`src/rtl/pcode_stack_machine_step_macros.svh`:
```
// Assertion macros shared by the p-code stack machine RTL.
// Included by the files that carry concurrent assertions; no other dependencies.
`ifndef PCODE_STACK_MACHINE_STEP_MACROS_SVH
`define PCODE_STACK_MACHINE_STEP_MACROS_SVH

// Same-cycle implication, checked on every rising edge outside reset.
`define PCSM_ASSERT_IMPL(name, clk, rst, ante, cons) \
  name: assert property (@(posedge clk) disable iff (rst) (ante) |-> (cons)) \
    else $error("pcsm same-cycle check failed");

// Next-cycle implication, checked on every rising edge outside reset.
`define PCSM_ASSERT_NEXT(name, clk, rst, ante, cons) \
  name: assert property (@(posedge clk) disable iff (rst) (ante) |=> (cons)) \
    else $error("pcsm next-cycle check failed");

`endif

```
`src/rtl/pcsm_pkg.sv`:
```
// Shared types, codes and helpers of the p-code stack machine.
// Used by the controller, the datapath and the top level.
`timescale 1ns / 1ps

package pcsm_pkg;

  localparam int MEM_WORDS_DEFAULT  = 512;
  localparam int MAX_LEVELS_DEFAULT = 16;

  // Address arithmetic runs in a signed word wide enough for a 32-bit link plus a 32-bit offset.
  localparam int XW = 34;
  typedef logic signed [XW-1:0] xaddr_t;

  typedef enum logic [2:0] {
    ST_OK    = 3'd0,
    ST_OUT   = 3'd1,
    ST_HALT  = 3'd2,
    ST_BADOP = 3'd3,
    ST_DIV0  = 3'd4,
    ST_RANGE = 3'd5,
    ST_IDLE  = 3'd6
  } status_t;

  localparam logic [1:0] KIND_LOAD  = 2'd0;
  localparam logic [1:0] KIND_START = 2'd1;
  localparam logic [1:0] KIND_STEP  = 2'd2;

  localparam logic [31:0] OP_LIT = 32'd1;
  localparam logic [31:0] OP_OPR = 32'd2;
  localparam logic [31:0] OP_LOD = 32'd3;
  localparam logic [31:0] OP_STO = 32'd4;
  localparam logic [31:0] OP_CAL = 32'd5;
  localparam logic [31:0] OP_INC = 32'd6;
  localparam logic [31:0] OP_JMP = 32'd7;
  localparam logic [31:0] OP_JPC = 32'd8;
  localparam logic [31:0] OP_SYS = 32'd9;

  localparam logic [31:0] OPR_RTN = 32'd0;
  localparam logic [31:0] OPR_ADD = 32'd1;
  localparam logic [31:0] OPR_SUB = 32'd2;
  localparam logic [31:0] OPR_MUL = 32'd3;
  localparam logic [31:0] OPR_DIV = 32'd4;
  localparam logic [31:0] OPR_EQL = 32'd5;
  localparam logic [31:0] OPR_NEQ = 32'd6;
  localparam logic [31:0] OPR_LSS = 32'd7;
  localparam logic [31:0] OPR_LEQ = 32'd8;
  localparam logic [31:0] OPR_GTR = 32'd9;
  localparam logic [31:0] OPR_GEQ = 32'd10;

  localparam logic [31:0] SYS_WRT = 32'd1;
  localparam logic [31:0] SYS_RED = 32'd2;
  localparam logic [31:0] SYS_HLT = 32'd3;

  typedef enum logic [4:0] {
    UOP_NONE,
    UOP_IDLE,
    UOP_DISPATCH,
    UOP_FETCH1,
    UOP_FETCH2,
    UOP_FETCH3,
    UOP_DECODE,
    UOP_RTN_RD,
    UOP_RTN_BP,
    UOP_RTN_PC,
    UOP_AR_RD,
    UOP_AR_A,
    UOP_AR_B,
    UOP_ALU,
    UOP_DIV_STEP,
    UOP_DIV_END,
    UOP_TOP_RD,
    UOP_TOP_USE,
    UOP_WALK_RD,
    UOP_WALK_LAT,
    UOP_POST_RD,
    UOP_POST_USE,
    UOP_CHECK,
    UOP_WRITE,
    UOP_COMMIT,
    UOP_FAULT,
    UOP_PEEK0,
    UOP_PEEK1,
    UOP_PEEK2,
    UOP_OUT_LOAD
  } uop_t;

  typedef enum logic [2:0] {
    CLS_SIMPLE,
    CLS_RTN,
    CLS_ALU,
    CLS_TOP,
    CLS_WALK,
    CLS_BADOP
  } cls_t;

  typedef struct packed {
    uop_t    uop;
    status_t fault;
  } cmd_t;

  typedef struct packed {
    logic [1:0] kind;
    logic       running;
    logic       fetch_bad;
    cls_t       cls;
    logic       l_bad;
    logic       rtn_bad;
    logic       ar_bad;
    logic       is_div;
    logic       b_zero;
    logic       div_done;
    logic       top_bad;
    logic       walk_done;
    logic       walk_bad;
    logic       post_bad;
    logic       is_cal;
    logic       chk_bad;
    logic       wr_done;
    logic       peek_ok;
  } stat_t;

  function automatic xaddr_t sext32(input logic [31:0] w);
    return {{(XW-32){w[31]}}, w};
  endfunction

endpackage

```
`src/rtl/pcsm_ctrl.sv`:
```
// Instruction sequencer of the p-code stack machine.
// Depends on pcsm_pkg for the command and status structs.
`timescale 1ns / 1ps

module pcsm_ctrl (
  input  logic            clk,
  input  logic            rst,
  input  logic            in_valid,
  output logic            in_stall,
  output logic            out_valid,
  input  logic            out_stall,
  input  pcsm_pkg::stat_t stat,
  output pcsm_pkg::cmd_t  cmd
);
  import pcsm_pkg::*;

  typedef enum logic [28:0] {
    S_IDLE   = 29'(1) << 0,
    S_DISP   = 29'(1) << 1,
    S_F1     = 29'(1) << 2,
    S_F2     = 29'(1) << 3,
    S_F3     = 29'(1) << 4,
    S_DEC    = 29'(1) << 5,
    S_RTN0   = 29'(1) << 6,
    S_RTN1   = 29'(1) << 7,
    S_RTN2   = 29'(1) << 8,
    S_AR0    = 29'(1) << 9,
    S_AR1    = 29'(1) << 10,
    S_AR2    = 29'(1) << 11,
    S_AR3    = 29'(1) << 12,
    S_DIV    = 29'(1) << 13,
    S_DIVE   = 29'(1) << 14,
    S_TOP0   = 29'(1) << 15,
    S_TOP1   = 29'(1) << 16,
    S_WALK   = 29'(1) << 17,
    S_WALKL  = 29'(1) << 18,
    S_POST   = 29'(1) << 19,
    S_POSTU  = 29'(1) << 20,
    S_CHK    = 29'(1) << 21,
    S_WR     = 29'(1) << 22,
    S_COMMIT = 29'(1) << 23,
    S_FAULT  = 29'(1) << 24,
    S_PEEK0  = 29'(1) << 25,
    S_PEEK1  = 29'(1) << 26,
    S_PEEK2  = 29'(1) << 27,
    S_OUT    = 29'(1) << 28
  } state_t;

  state_t  state, state_next;
  status_t fault_code, fault_code_next;
  uop_t    uop;
  logic    load_out;

  always_comb begin
    state_next      = state;
    fault_code_next = fault_code;
    uop             = UOP_NONE;
    load_out        = 1'b0;
    case (state)
      S_IDLE: begin
        uop = UOP_IDLE;
        if (in_valid) begin
          state_next = S_DISP;
        end
      end
      S_DISP: begin
        uop = UOP_DISPATCH;
        if (stat.kind == KIND_STEP && stat.running) begin
          if (stat.fetch_bad) begin
            fault_code_next = ST_RANGE;
            state_next      = S_FAULT;
          end else begin
            state_next = S_F1;
          end
        end else begin
          state_next = S_PEEK0;
        end
      end
      S_F1: begin
        uop        = UOP_FETCH1;
        state_next = S_F2;
      end
      S_F2: begin
        uop        = UOP_FETCH2;
        state_next = S_F3;
      end
      S_F3: begin
        uop        = UOP_FETCH3;
        state_next = S_DEC;
      end
      S_DEC: begin
        uop = UOP_DECODE;
        case (stat.cls)
          CLS_SIMPLE: state_next = S_CHK;
          CLS_RTN:    state_next = S_RTN0;
          CLS_ALU:    state_next = S_AR0;
          CLS_TOP:    state_next = S_TOP0;
          CLS_WALK: begin
            if (stat.l_bad) begin
              fault_code_next = ST_RANGE;
              state_next      = S_FAULT;
            end else begin
              state_next = S_WALK;
            end
          end
          default: begin
            fault_code_next = ST_BADOP;
            state_next      = S_FAULT;
          end
        endcase
      end
      S_RTN0: begin
        uop = UOP_RTN_RD;
        if (stat.rtn_bad) begin
          fault_code_next = ST_RANGE;
          state_next      = S_FAULT;
        end else begin
          state_next = S_RTN1;
        end
      end
      S_RTN1: begin
        uop        = UOP_RTN_BP;
        state_next = S_RTN2;
      end
      S_RTN2: begin
        uop        = UOP_RTN_PC;
        state_next = S_CHK;
      end
      S_AR0: begin
        uop = UOP_AR_RD;
        if (stat.ar_bad) begin
          fault_code_next = ST_RANGE;
          state_next      = S_FAULT;
        end else begin
          state_next = S_AR1;
        end
      end
      S_AR1: begin
        uop        = UOP_AR_A;
        state_next = S_AR2;
      end
      S_AR2: begin
        uop        = UOP_AR_B;
        state_next = S_AR3;
      end
      S_AR3: begin
        uop = UOP_ALU;
        if (!stat.is_div) begin
          state_next = S_CHK;
        end else if (stat.b_zero) begin
          fault_code_next = ST_DIV0;
          state_next      = S_FAULT;
        end else begin
          state_next = S_DIV;
        end
      end
      S_DIV: begin
        uop = UOP_DIV_STEP;
        if (stat.div_done) begin
          state_next = S_DIVE;
        end
      end
      S_DIVE: begin
        uop        = UOP_DIV_END;
        state_next = S_CHK;
      end
      S_TOP0: begin
        uop = UOP_TOP_RD;
        if (stat.top_bad) begin
          fault_code_next = ST_RANGE;
          state_next      = S_FAULT;
        end else begin
          state_next = S_TOP1;
        end
      end
      S_TOP1: begin
        uop        = UOP_TOP_USE;
        state_next = S_CHK;
      end
      S_WALK: begin
        uop = UOP_WALK_RD;
        if (stat.walk_done) begin
          state_next = S_POST;
        end else if (stat.walk_bad) begin
          fault_code_next = ST_RANGE;
          state_next      = S_FAULT;
        end else begin
          state_next = S_WALKL;
        end
      end
      S_WALKL: begin
        uop        = UOP_WALK_LAT;
        state_next = S_WALK;
      end
      S_POST: begin
        uop = UOP_POST_RD;
        if (stat.post_bad) begin
          fault_code_next = ST_RANGE;
          state_next      = S_FAULT;
        end else if (stat.is_cal) begin
          state_next = S_CHK;
        end else begin
          state_next = S_POSTU;
        end
      end
      S_POSTU: begin
        uop        = UOP_POST_USE;
        state_next = S_CHK;
      end
      S_CHK: begin
        uop = UOP_CHECK;
        if (stat.chk_bad) begin
          fault_code_next = ST_RANGE;
          state_next      = S_FAULT;
        end else begin
          state_next = S_WR;
        end
      end
      S_WR: begin
        uop = UOP_WRITE;
        if (stat.wr_done) begin
          state_next = S_COMMIT;
        end
      end
      S_COMMIT: begin
        uop        = UOP_COMMIT;
        state_next = S_PEEK0;
      end
      S_FAULT: begin
        uop        = UOP_FAULT;
        state_next = S_PEEK0;
      end
      S_PEEK0: begin
        uop = UOP_PEEK0;
        if (stat.peek_ok) begin
          state_next = S_PEEK1;
        end else begin
          state_next = S_OUT;
        end
      end
      S_PEEK1: begin
        uop        = UOP_PEEK1;
        state_next = S_PEEK2;
      end
      S_PEEK2: begin
        uop        = UOP_PEEK2;
        state_next = S_OUT;
      end
      S_OUT: begin
        // The result register is refilled in the same cycle that the old result leaves.
        if (!out_valid || !out_stall) begin
          uop        = UOP_OUT_LOAD;
          load_out   = 1'b1;
          state_next = S_IDLE;
        end
      end
      default: state_next = S_IDLE;
    endcase
  end

  always_ff @(posedge clk) begin
    if (rst) begin
      state      <= S_IDLE;
      fault_code <= ST_OK;
      out_valid  <= 1'b0;
    end else begin
      state      <= state_next;
      fault_code <= fault_code_next;
      if (load_out) begin
        out_valid <= 1'b1;
      end else if (!out_stall) begin
        out_valid <= 1'b0;
      end
    end
  end

  assign in_stall  = (state != S_IDLE);
  assign cmd.uop   = uop;
  assign cmd.fault = fault_code;

endmodule

```
`config.mk`:
```
export PLATFORM = sky130hd
export DESIGN_NAME = pcsm_ctrl
export DESIGN_NICKNAME = d
export VERILOG_FILES = /design/src/rtl/pcode_stack_machine_step_macros.svh /design/src/rtl/pcsm_pkg.sv /design/src/rtl/pcsm_ctrl.sv
export SDC_FILE = /design/constraint.sdc
export NUM_CORES = 1
export LEC_CHECK = 0
export CAP_MARGIN = 30
export CORE_UTILIZATION = 43
export CTS_BUF_LIST = sky130_fd_sc_hd__clkbuf_8 sky130_fd_sc_hd__clkbuf_16
export DETAILED_ROUTE_END_ITERATION = 16
export DONT_BUFFER_PORTS = 1
export MAX_ROUTING_LAYER = met4
export SKIP_CTS_REPAIR_TIMING = 1
export SLEW_MARGIN = 20
export SYNTH_ARGS = -nofsm -noshare
export SYNTH_HDL_FRONTEND = slang
export SYNTH_SLANG_ARGS = --single-unit
```
`constraint.sdc`:
```
create_clock -name clk -period 3.8 [get_ports clk]
set_input_delay 0.76 -clock clk [delete_from_list [all_inputs] [get_ports clk]]
set_output_delay 0.76 -clock clk [all_outputs]
set_load 0.005 [all_outputs]
```
==> results.md, run 1 <==
Flow run:
- The max-capacitance violation count is 0.

Cells and area:
- The register area is 661 µm².
- Fill cells in the final layout number 585.
- In the final layout, the share of cells above drive strength 1 is 0.141.
- Leaving out fill and tap cells, the most frequent cell in the layout is sky130_fd_sc_hd__nor2_1.
- The multi-input gate area in the final layout is 1790 µm².
- The layout overhead on the synthesized area is 4.83%.
- The number of antenna cells inserted is 0.
- The final instance area is 2710 µm².
- The top cell types in the final layout, fill and taps aside, are 42 x sky130_fd_sc_hd__nor2_1, 33 x sky130_fd_sc_hd__dfxtp_1, 16 x sky130_fd_sc_hd__nor3_1, 15 x sky130_fd_sc_hd__nor4_1, 15 x sky130_fd_sc_hd__nand4_1.
- The number of nets in the finished design is 337.

Synth:
- The Yosys step of the flow raised 0 warnings.
- The count of flip-flops with a built-in enable after synthesis is 0.
- The number of instances in the synthesized netlist is 322.
- The share of synthesized registers carrying an async set or reset is 0.
- The post-synthesis net count is 347.
- The post-synthesis sequential area ratio is 0.255.
- The mean post-synth cell area is 8.04 µm².
- The count of distinct cell types in the synthesized netlist is 65.
- The synthesized flop and latch total is 33.
- The post-synthesis cell area is 2590 µm².
- The most used flip-flop cell after synthesis is sky130_fd_sc_hd__dfxtp_1.

STA:
- The number of hold violations in the final report is 0.
- The post-route fraction of the period consumed by the critical path is 0.917.
- The largest clock skew in the final design is 0.00253 ns.
- Setup repair after global routing left no endpoint under its margin.
- The final critical delay including setup and external delays is 3.48 ns.
- The maximum clock frequency is 0.287 GHz.
- The setup TNS is 0 ns.
- In the post-route analysis, the smallest setup slack over all paths is 0.317 ns.
- Setup violations remaining at the end of the flow were counted as 0.
- The worst slew margin relative to its limit is 0.610.
- The final count of pins violating max slew is 0.
- For the pin with the worst max-slew slack, the measured transition is 0.578 ns.

Global routing:
- The largest net degree at the start of global routing is 29.
- The first global-routing pass estimated 13600 µm of wire.
- The number of global-route vias before repair came to 2448.
- The global-route congestion overflow total is 0.
- The global-route usage over all layers is 0.293.
- The initial antenna violation count is 0.

Clocking:
- After clock tree synthesis, the clock-pin slew on the worst setup and hold paths is 0.07 ns.
- The master cell of the clock root buffer is sky130_fd_sc_hd__clkbuf_8.
- The TritonCTS clock tree is built.
- The maximum buffer depth of the clock tree is 2.
- The clock insertion delay at the later pin of the skew report is 0.29 ns.
- Clock tree synthesis found a total of 33 sinks.
- In this run the number of H-tree levels came out at 2.
- Clock tree synthesis inserted a total of 5 buffers.

Setup path:
- The worst setup path is captured at an output pin.
- The timing startpoint of the critical path is state[12].
- The data arrival at the endpoint of the critical path is 2.72 ns.
- The highest fanout seen on the critical path is 14.
- The sort of element at the start of the critical path is a register.
- The worst register-to-register path ends at fault_code[2].
- For flop-to-flop paths, the worst setup slack is 1.03 ns.
- The type of the worst setup path is register to output pin.
- The required time at the endpoint of the critical path is 3.04 ns.
- The worst reg-to-reg path cell count is 6.
- The launch instance of the worst register-to-register path is state[17].

Floorplanning:
- The die footprint is 6330 µm².
- For this configuration, the core starts out at a cell density of 0.459.
- The floorplan has 27 rows.
- The horizontal die dimension is 79.6 µm.
- The floorplan die height is 79.6 µm.
- The floorplan step defined a core boundary enclosing 5640 µm².
- The count of boundary I/O pins is 35.

Routing:
- The via-per-instance ratio is 6.76.
- The total number of vias is 2602.
- The first routing iteration left 306 violations.
- Summed over all nets, wire length on met2 after detailed routing comes to 3640 µm.
- In the routed design, unresolved DRC markers number 0.
- In the final routing, the length of wire on met1 measures 3870 µm.
- In this run the remaining antenna-violating nets after routing total 0.
- For this block, the routed nets add up to 8320 µm of wire.
- Routed signal wires occupy layers up through met4.
- The average wire length per cell after detail routing is 21.6 µm.
- The detailed-routed wire length on met3 is 579 µm.
- The count of TritonRoute iterations in the first routing pass is 5.

Power:
- For this design the ratio of total power to cell area is 348 nW/µm².
- The highest ir drop seen on vdd is 0.148 mV.
- For this design the static power due to leakage is 0.986 nW.

Min path:
- The number of cells traversed by the worst hold path is 2.
- The launch point of the worst hold path is fault_code[0].
- The worst min-delay path class is register to register.
- The worst hold path terminates at fault_code[0].

Status:
- The flow ran to the end, and the final reports show no timing, DRC or antenna violations.

Place:
- Timing analysis after detailed placement gives a worst setup slack of 0.618 ns.
- Once placement finished, the instance area stood at 2610 µm².
- The half-perimeter wire length of the detailed placement result is 6390 µm.
- In this run the tool buffered the top-level ports with 0 buffer cells.
- The global placement routability congestion is 1.00.
synth_stat cells, types with 4 or more instances:
master                     instances  area (µm²)
sky130_fd_sc_hd__o21ai_0           6        30.0
sky130_fd_sc_hd__nand2_1          10        37.5
sky130_fd_sc_hd__nor3_1           16        80.1
sky130_fd_sc_hd__xor2_1            5        43.8
sky130_fd_sc_hd__nand2b_1          9        56.3
sky130_fd_sc_hd__buf_2            10        50.1
sky130_fd_sc_hd__nor4_4            5         106
sky130_fd_sc_hd__nor2_1           42         158
sky130_fd_sc_hd__or3_1             6        37.5
sky130_fd_sc_hd__nor4b_1          10        87.6
sky130_fd_sc_hd__nand3_1          12        60.1
sky130_fd_sc_hd__nand4b_1          5        43.8
sky130_fd_sc_hd__dfxtp_1          33         661
sky130_fd_sc_hd__or4b_2            4        40.0
sky130_fd_sc_hd__nor4_1           16         100
sky130_fd_sc_hd__or4_1            13        97.6
sky130_fd_sc_hd__a21oi_1           9        45.0
sky130_fd_sc_hd__clkbuf_1         10        37.5
sky130_fd_sc_hd__nand4_1          15        93.8
sky130_fd_sc_hd__inv_1             6        22.5
sky130_fd_sc_hd__and3_1            5        31.3
sky130_fd_sc_hd__xnor2_1           8        70.1
per-layer routing:
metal,up-vias,GRT usage
met5,-,-
met4,0,0.107
met3,24,0.0503
met2,103,0.444
met1,1242,0.390
li1,1233,-
worst max-delay path, stage by stage (launching register included):
cell                        delay (ns)
sky130_fd_sc_hd__dfxtp_1          0.41
sky130_fd_sc_hd__nor4_4           0.50
sky130_fd_sc_hd__nand2_2          0.30
sky130_fd_sc_hd__or4b_4           0.57
sky130_fd_sc_hd__o311a_1          0.37
sky130_fd_sc_hd__o211ai_2         0.10
sky130_fd_sc_hd__nand4bb_1        0.18
how the worst max path moves through the flow:
stage              to  depth (start not counted)  slack, ns
2_1_floorplan  cmd[5]                          7       0.89
3_3_place_gp   cmd[5]                          6       0.69
4_1_cts        cmd[5]                          6       0.30
6_report       cmd[5]                          6       0.32
5_1_grt        cmd[5]                          6       0.15
3_5_place_dp   cmd[5]                          6       0.62
layout make-up:
class                           instances  area share
Clock inverter                          1     0.00184
Timing Repair Buffer                    7      0.0194
Inverter                                6     0.00830
Multi-Input combinational cell        259       0.658
Clock buffer                            7      0.0355
Sequential cell                        33       0.243
Tap cell                               72      0.0332
report_power, final:
group | switching [mW] | total (mW) | internal (mW)
combinational | 0.172 | 0.265 | 0.0935
clock | 0.135 | 0.299 | 0.164
sequential | 0.0191 | 0.379 | 0.359
total | 0.327 | 0.943 | 0.617
registers in the layout (all words and copies together), names as in the netlist:
name        flops
out_valid       1
fault_code      3
state          29
per-stage QoR:
stage,hold slack [ns],instances,power (mW),util
final,0.475,385,0.943,0.481
after global routing,0.506,385,0.993,0.481
after CTS,0.479,385,0.945,0.481
after detailed placement,0.467,377,0.645,0.463
after global placement,0.460,377,0.643,0.463
after floorplan,0.458,322,0.581,-
cell families after synthesis:
group	count (synthesis)	share of synthesized area
AO/OA/AOI/OAI	43	0.125
XOR/XNOR	13	0.0440
buffers and inverters	30	0.0570
flip-flops	33	0.255
multiplexers	3	0.0121
AND/OR/NAND/NOR	200	0.507
No activity file was read; power rests on OpenSTA's default activity.
==> run 2, diff against run 1 <==
--- a/config.mk
+++ b/config.mk
@@ -6,12 +6,14 @@
 export NUM_CORES = 1
 export LEC_CHECK = 0
 export CAP_MARGIN = 30
-export CORE_UTILIZATION = 43
+export CORE_UTILIZATION = 60
 export CTS_BUF_LIST = sky130_fd_sc_hd__clkbuf_8 sky130_fd_sc_hd__clkbuf_16
 export DETAILED_ROUTE_END_ITERATION = 16
 export DONT_BUFFER_PORTS = 1
 export MAX_ROUTING_LAYER = met4
+export PLACE_DENSITY = 0.76
 export SKIP_CTS_REPAIR_TIMING = 1
+export SKIP_LAST_GASP = 1
 export SLEW_MARGIN = 20
 export SYNTH_ARGS = -nofsm -noshare
 export SYNTH_HDL_FRONTEND = slang
==> run 2 against run 1 <==
Die area fell by 28%; via count rose by 1.6%; cell count fell by 6.2%; non-clock buffer count fell by 2; combinational power barely moved.
==> results.md, run 2 (synthesis gave the netlist of run 1 again) <==
Clocking:
- The sink count of the clock tree is 33.
- The TritonCTS clock tree is built.
- The tree is rooted in a sky130_fd_sc_hd__clkbuf_8.
- At the later pin of the worst-skew pair, clock insertion delay measures 0.29 ns.
- The depth of the CTS H-tree is 2.
- Buffers inserted during clock tree synthesis total 5.
- The maximum buffer depth of the clock tree is 2.
- Clock-pin slew was measured on the worst setup and hold paths at 0.07 ns.

Cells and area:
- The register with the most flip-flops in the layout has 29 of them.
- The area growth from synthesis to layout is 3.19%.
- Of the cells placed in the final design, the portion with a size suffix greater than 1 is 0.135.
- For this run, the post-layout net count is 335.
- The most flop-heavy register is state.
- The leading cell type in the layout, fill and taps excluded is sky130_fd_sc_hd__nor2_1.
- The largest registers in the layout are state (29), fault_code (3), out_valid (1).
- The library cells used most frequently in the layout, excluding fill and tap cells, are 42 x sky130_fd_sc_hd__nor2_1, 33 x sky130_fd_sc_hd__dfxtp_1, 16 x sky130_fd_sc_hd__nor3_1, 15 x sky130_fd_sc_hd__nor4_1, 15 x sky130_fd_sc_hd__nand4_1.
- The number of antenna cells inserted is 0.

Global routing:
- The initial antenna violation count is 0.
- The first global-routing pass estimated 12000 µm of wire.
- The global-route usage over all layers is 0.370.
- In the global route stage, met1 resource usage came out at 0.480.
- The number of global-route vias before repair came to 2428.
- The peak-usage layer in the global routing report is met2.
- The largest net degree at the start of global routing is 29.
- The global-route met2 utilization is 0.545.
- The global-route congestion overflow total is 0.
- For met3 alone, demand over resource in global routing was 0.0794.

Setup path:
- For the worst setup path, the data arrival time is 2.76 ns.
- In this run the worst path has a maximum fanout of 9.
- STA puts the critical path data required time at 3.04 ns.
- The type of the worst setup path is register to output pin.
- The startpoint identified for the worst register-to-register timing path is state[0].
- The worst setup path is launched from a register.
- The worst setup path is captured at an output pin.
- The timing startpoint of the critical path is state[20].

Place:
- At the end of routability-driven placement, the weighted congestion stood at 1.07.
- The wire-length estimate of the detail-placed layout is 5830 µm.
- Port buffering added 0 buffers.

STA:
- For the final routed database, the setup TNS stands at 0 ns.
- Between clock sinks in the finished design, the worst skew comes to 0.00645 ns.
- The number of hold violations in the final report is 0.
- The setup violation total in the final timing report is 0.
- Setup repair after global routing left no endpoint under its margin.
- For the pin with the worst max-slew slack, the measured transition is 0.602 ns.
- Static timing analysis puts the maximum clock frequency at 0.284 GHz.
- The tightest hold path in the finished design has a slack of 0.477 ns.
- The worst slew margin relative to its limit is 0.595.
- The final count of pins violating max slew is 0.
- For the finished layout, the period the worst path requires is 3.52 ns.
- In the finished design, the share of the clock period the worst path needs comes to 0.927.

Status:
- The run finished with clean final reports.

Routing:
- The number of remaining DRC errors is 0.
- The count of nets left with antenna violations once routing finished came out at 0.
- The detailed router's first-iteration violation count is 281.
- Across all layers, the routed design uses 2644 vias.
- The via-per-instance ratio is 7.32.
- After detailed routing, the average wire length per cell comes to 21.3 µm.
- The count of TritonRoute iterations in the first routing pass is 5.
- For this block, the routed nets add up to 7690 µm of wire.

Floorplanning:
- For this configuration, the core starts out at a cell density of 0.638.
- During I/O placement, the number of pins put on the boundary was 35.
- The die is 67.7 µm tall.
- The die footprint is 4580 µm².
- The floorplan has 23 rows.
- In this run the horizontal extent of the chip is 67.7 µm.
- The standard cell core area is 4060 µm².

Power:
- The static leakage power is 0.976 nW.
- In this run the power density over the cells is 352 nW/µm².
- The highest ir drop seen on vdd is 0.306 mV.

Min path:
- The worst min-delay path class is register to register.
- The worst hold path begins at fault_code[0].

Flow run:
- The tool flagged a number of max-cap violations equal to 0.
-- run 2: metrics by stage --
stage,util,cell area (µm²),cells,power (mW),setup WS [ns]
floorplan,-,2590,322,0.581,0.894
global route,0.658,2670,361,0.977,0.218
CTS,0.658,2670,361,0.932,0.353
detailed placement,0.633,2570,353,0.639,0.664
finish,0.658,2670,361,0.940,0.278
global placement,0.633,2570,353,0.638,0.729
-- run 2: where the power goes --
group          switching, mW  internal (mW)  total (mW)  leakage, nW
Sequential            0.0181          0.359       0.378        0.266
Clock                  0.134          0.164       0.297       0.0542
Combinational          0.172         0.0934       0.266        0.656
Total                  0.324          0.617       0.940        0.976
-- run 2: path summary, 6_finish.rpt --
kind                   end  slack (ns)  depth (start not counted)
max                 cmd[5]        0.28                          6
min          fault_code[0]        0.48                          2
max reg2reg  fault_code[2]        1.09                          7
min reg2reg  fault_code[0]        0.48                          2
-- run 2: critical path, cell delays in order, from the launching register on --
cell	delay (ns)
sky130_fd_sc_hd__dfxtp_1	0.39
sky130_fd_sc_hd__nor4_4	0.54
sky130_fd_sc_hd__nand3_2	0.32
sky130_fd_sc_hd__or4b_4	0.62
sky130_fd_sc_hd__o311a_1	0.36
sky130_fd_sc_hd__o211ai_2	0.08
sky130_fd_sc_hd__nand4bb_1	0.17
-- run 2: cell type report --
type | count | area [µm²]
clock inverter | 1 | 5.00
timing repair buffer | 5 | 37.5
sequential | 33 | 661
clock buffer | 7 | 96.3
tap | 50 | 62.6
multi-input combinational | 259 | 1790
inverter | 6 | 22.5
fill | 366 | 1390
-- run 2: routing by layer --
metal  wire (µm)  up-vias
met2        3330      167
met5           0        -
met3         809       33
met4         269        0
li1            -     1224
met1        3280     1220
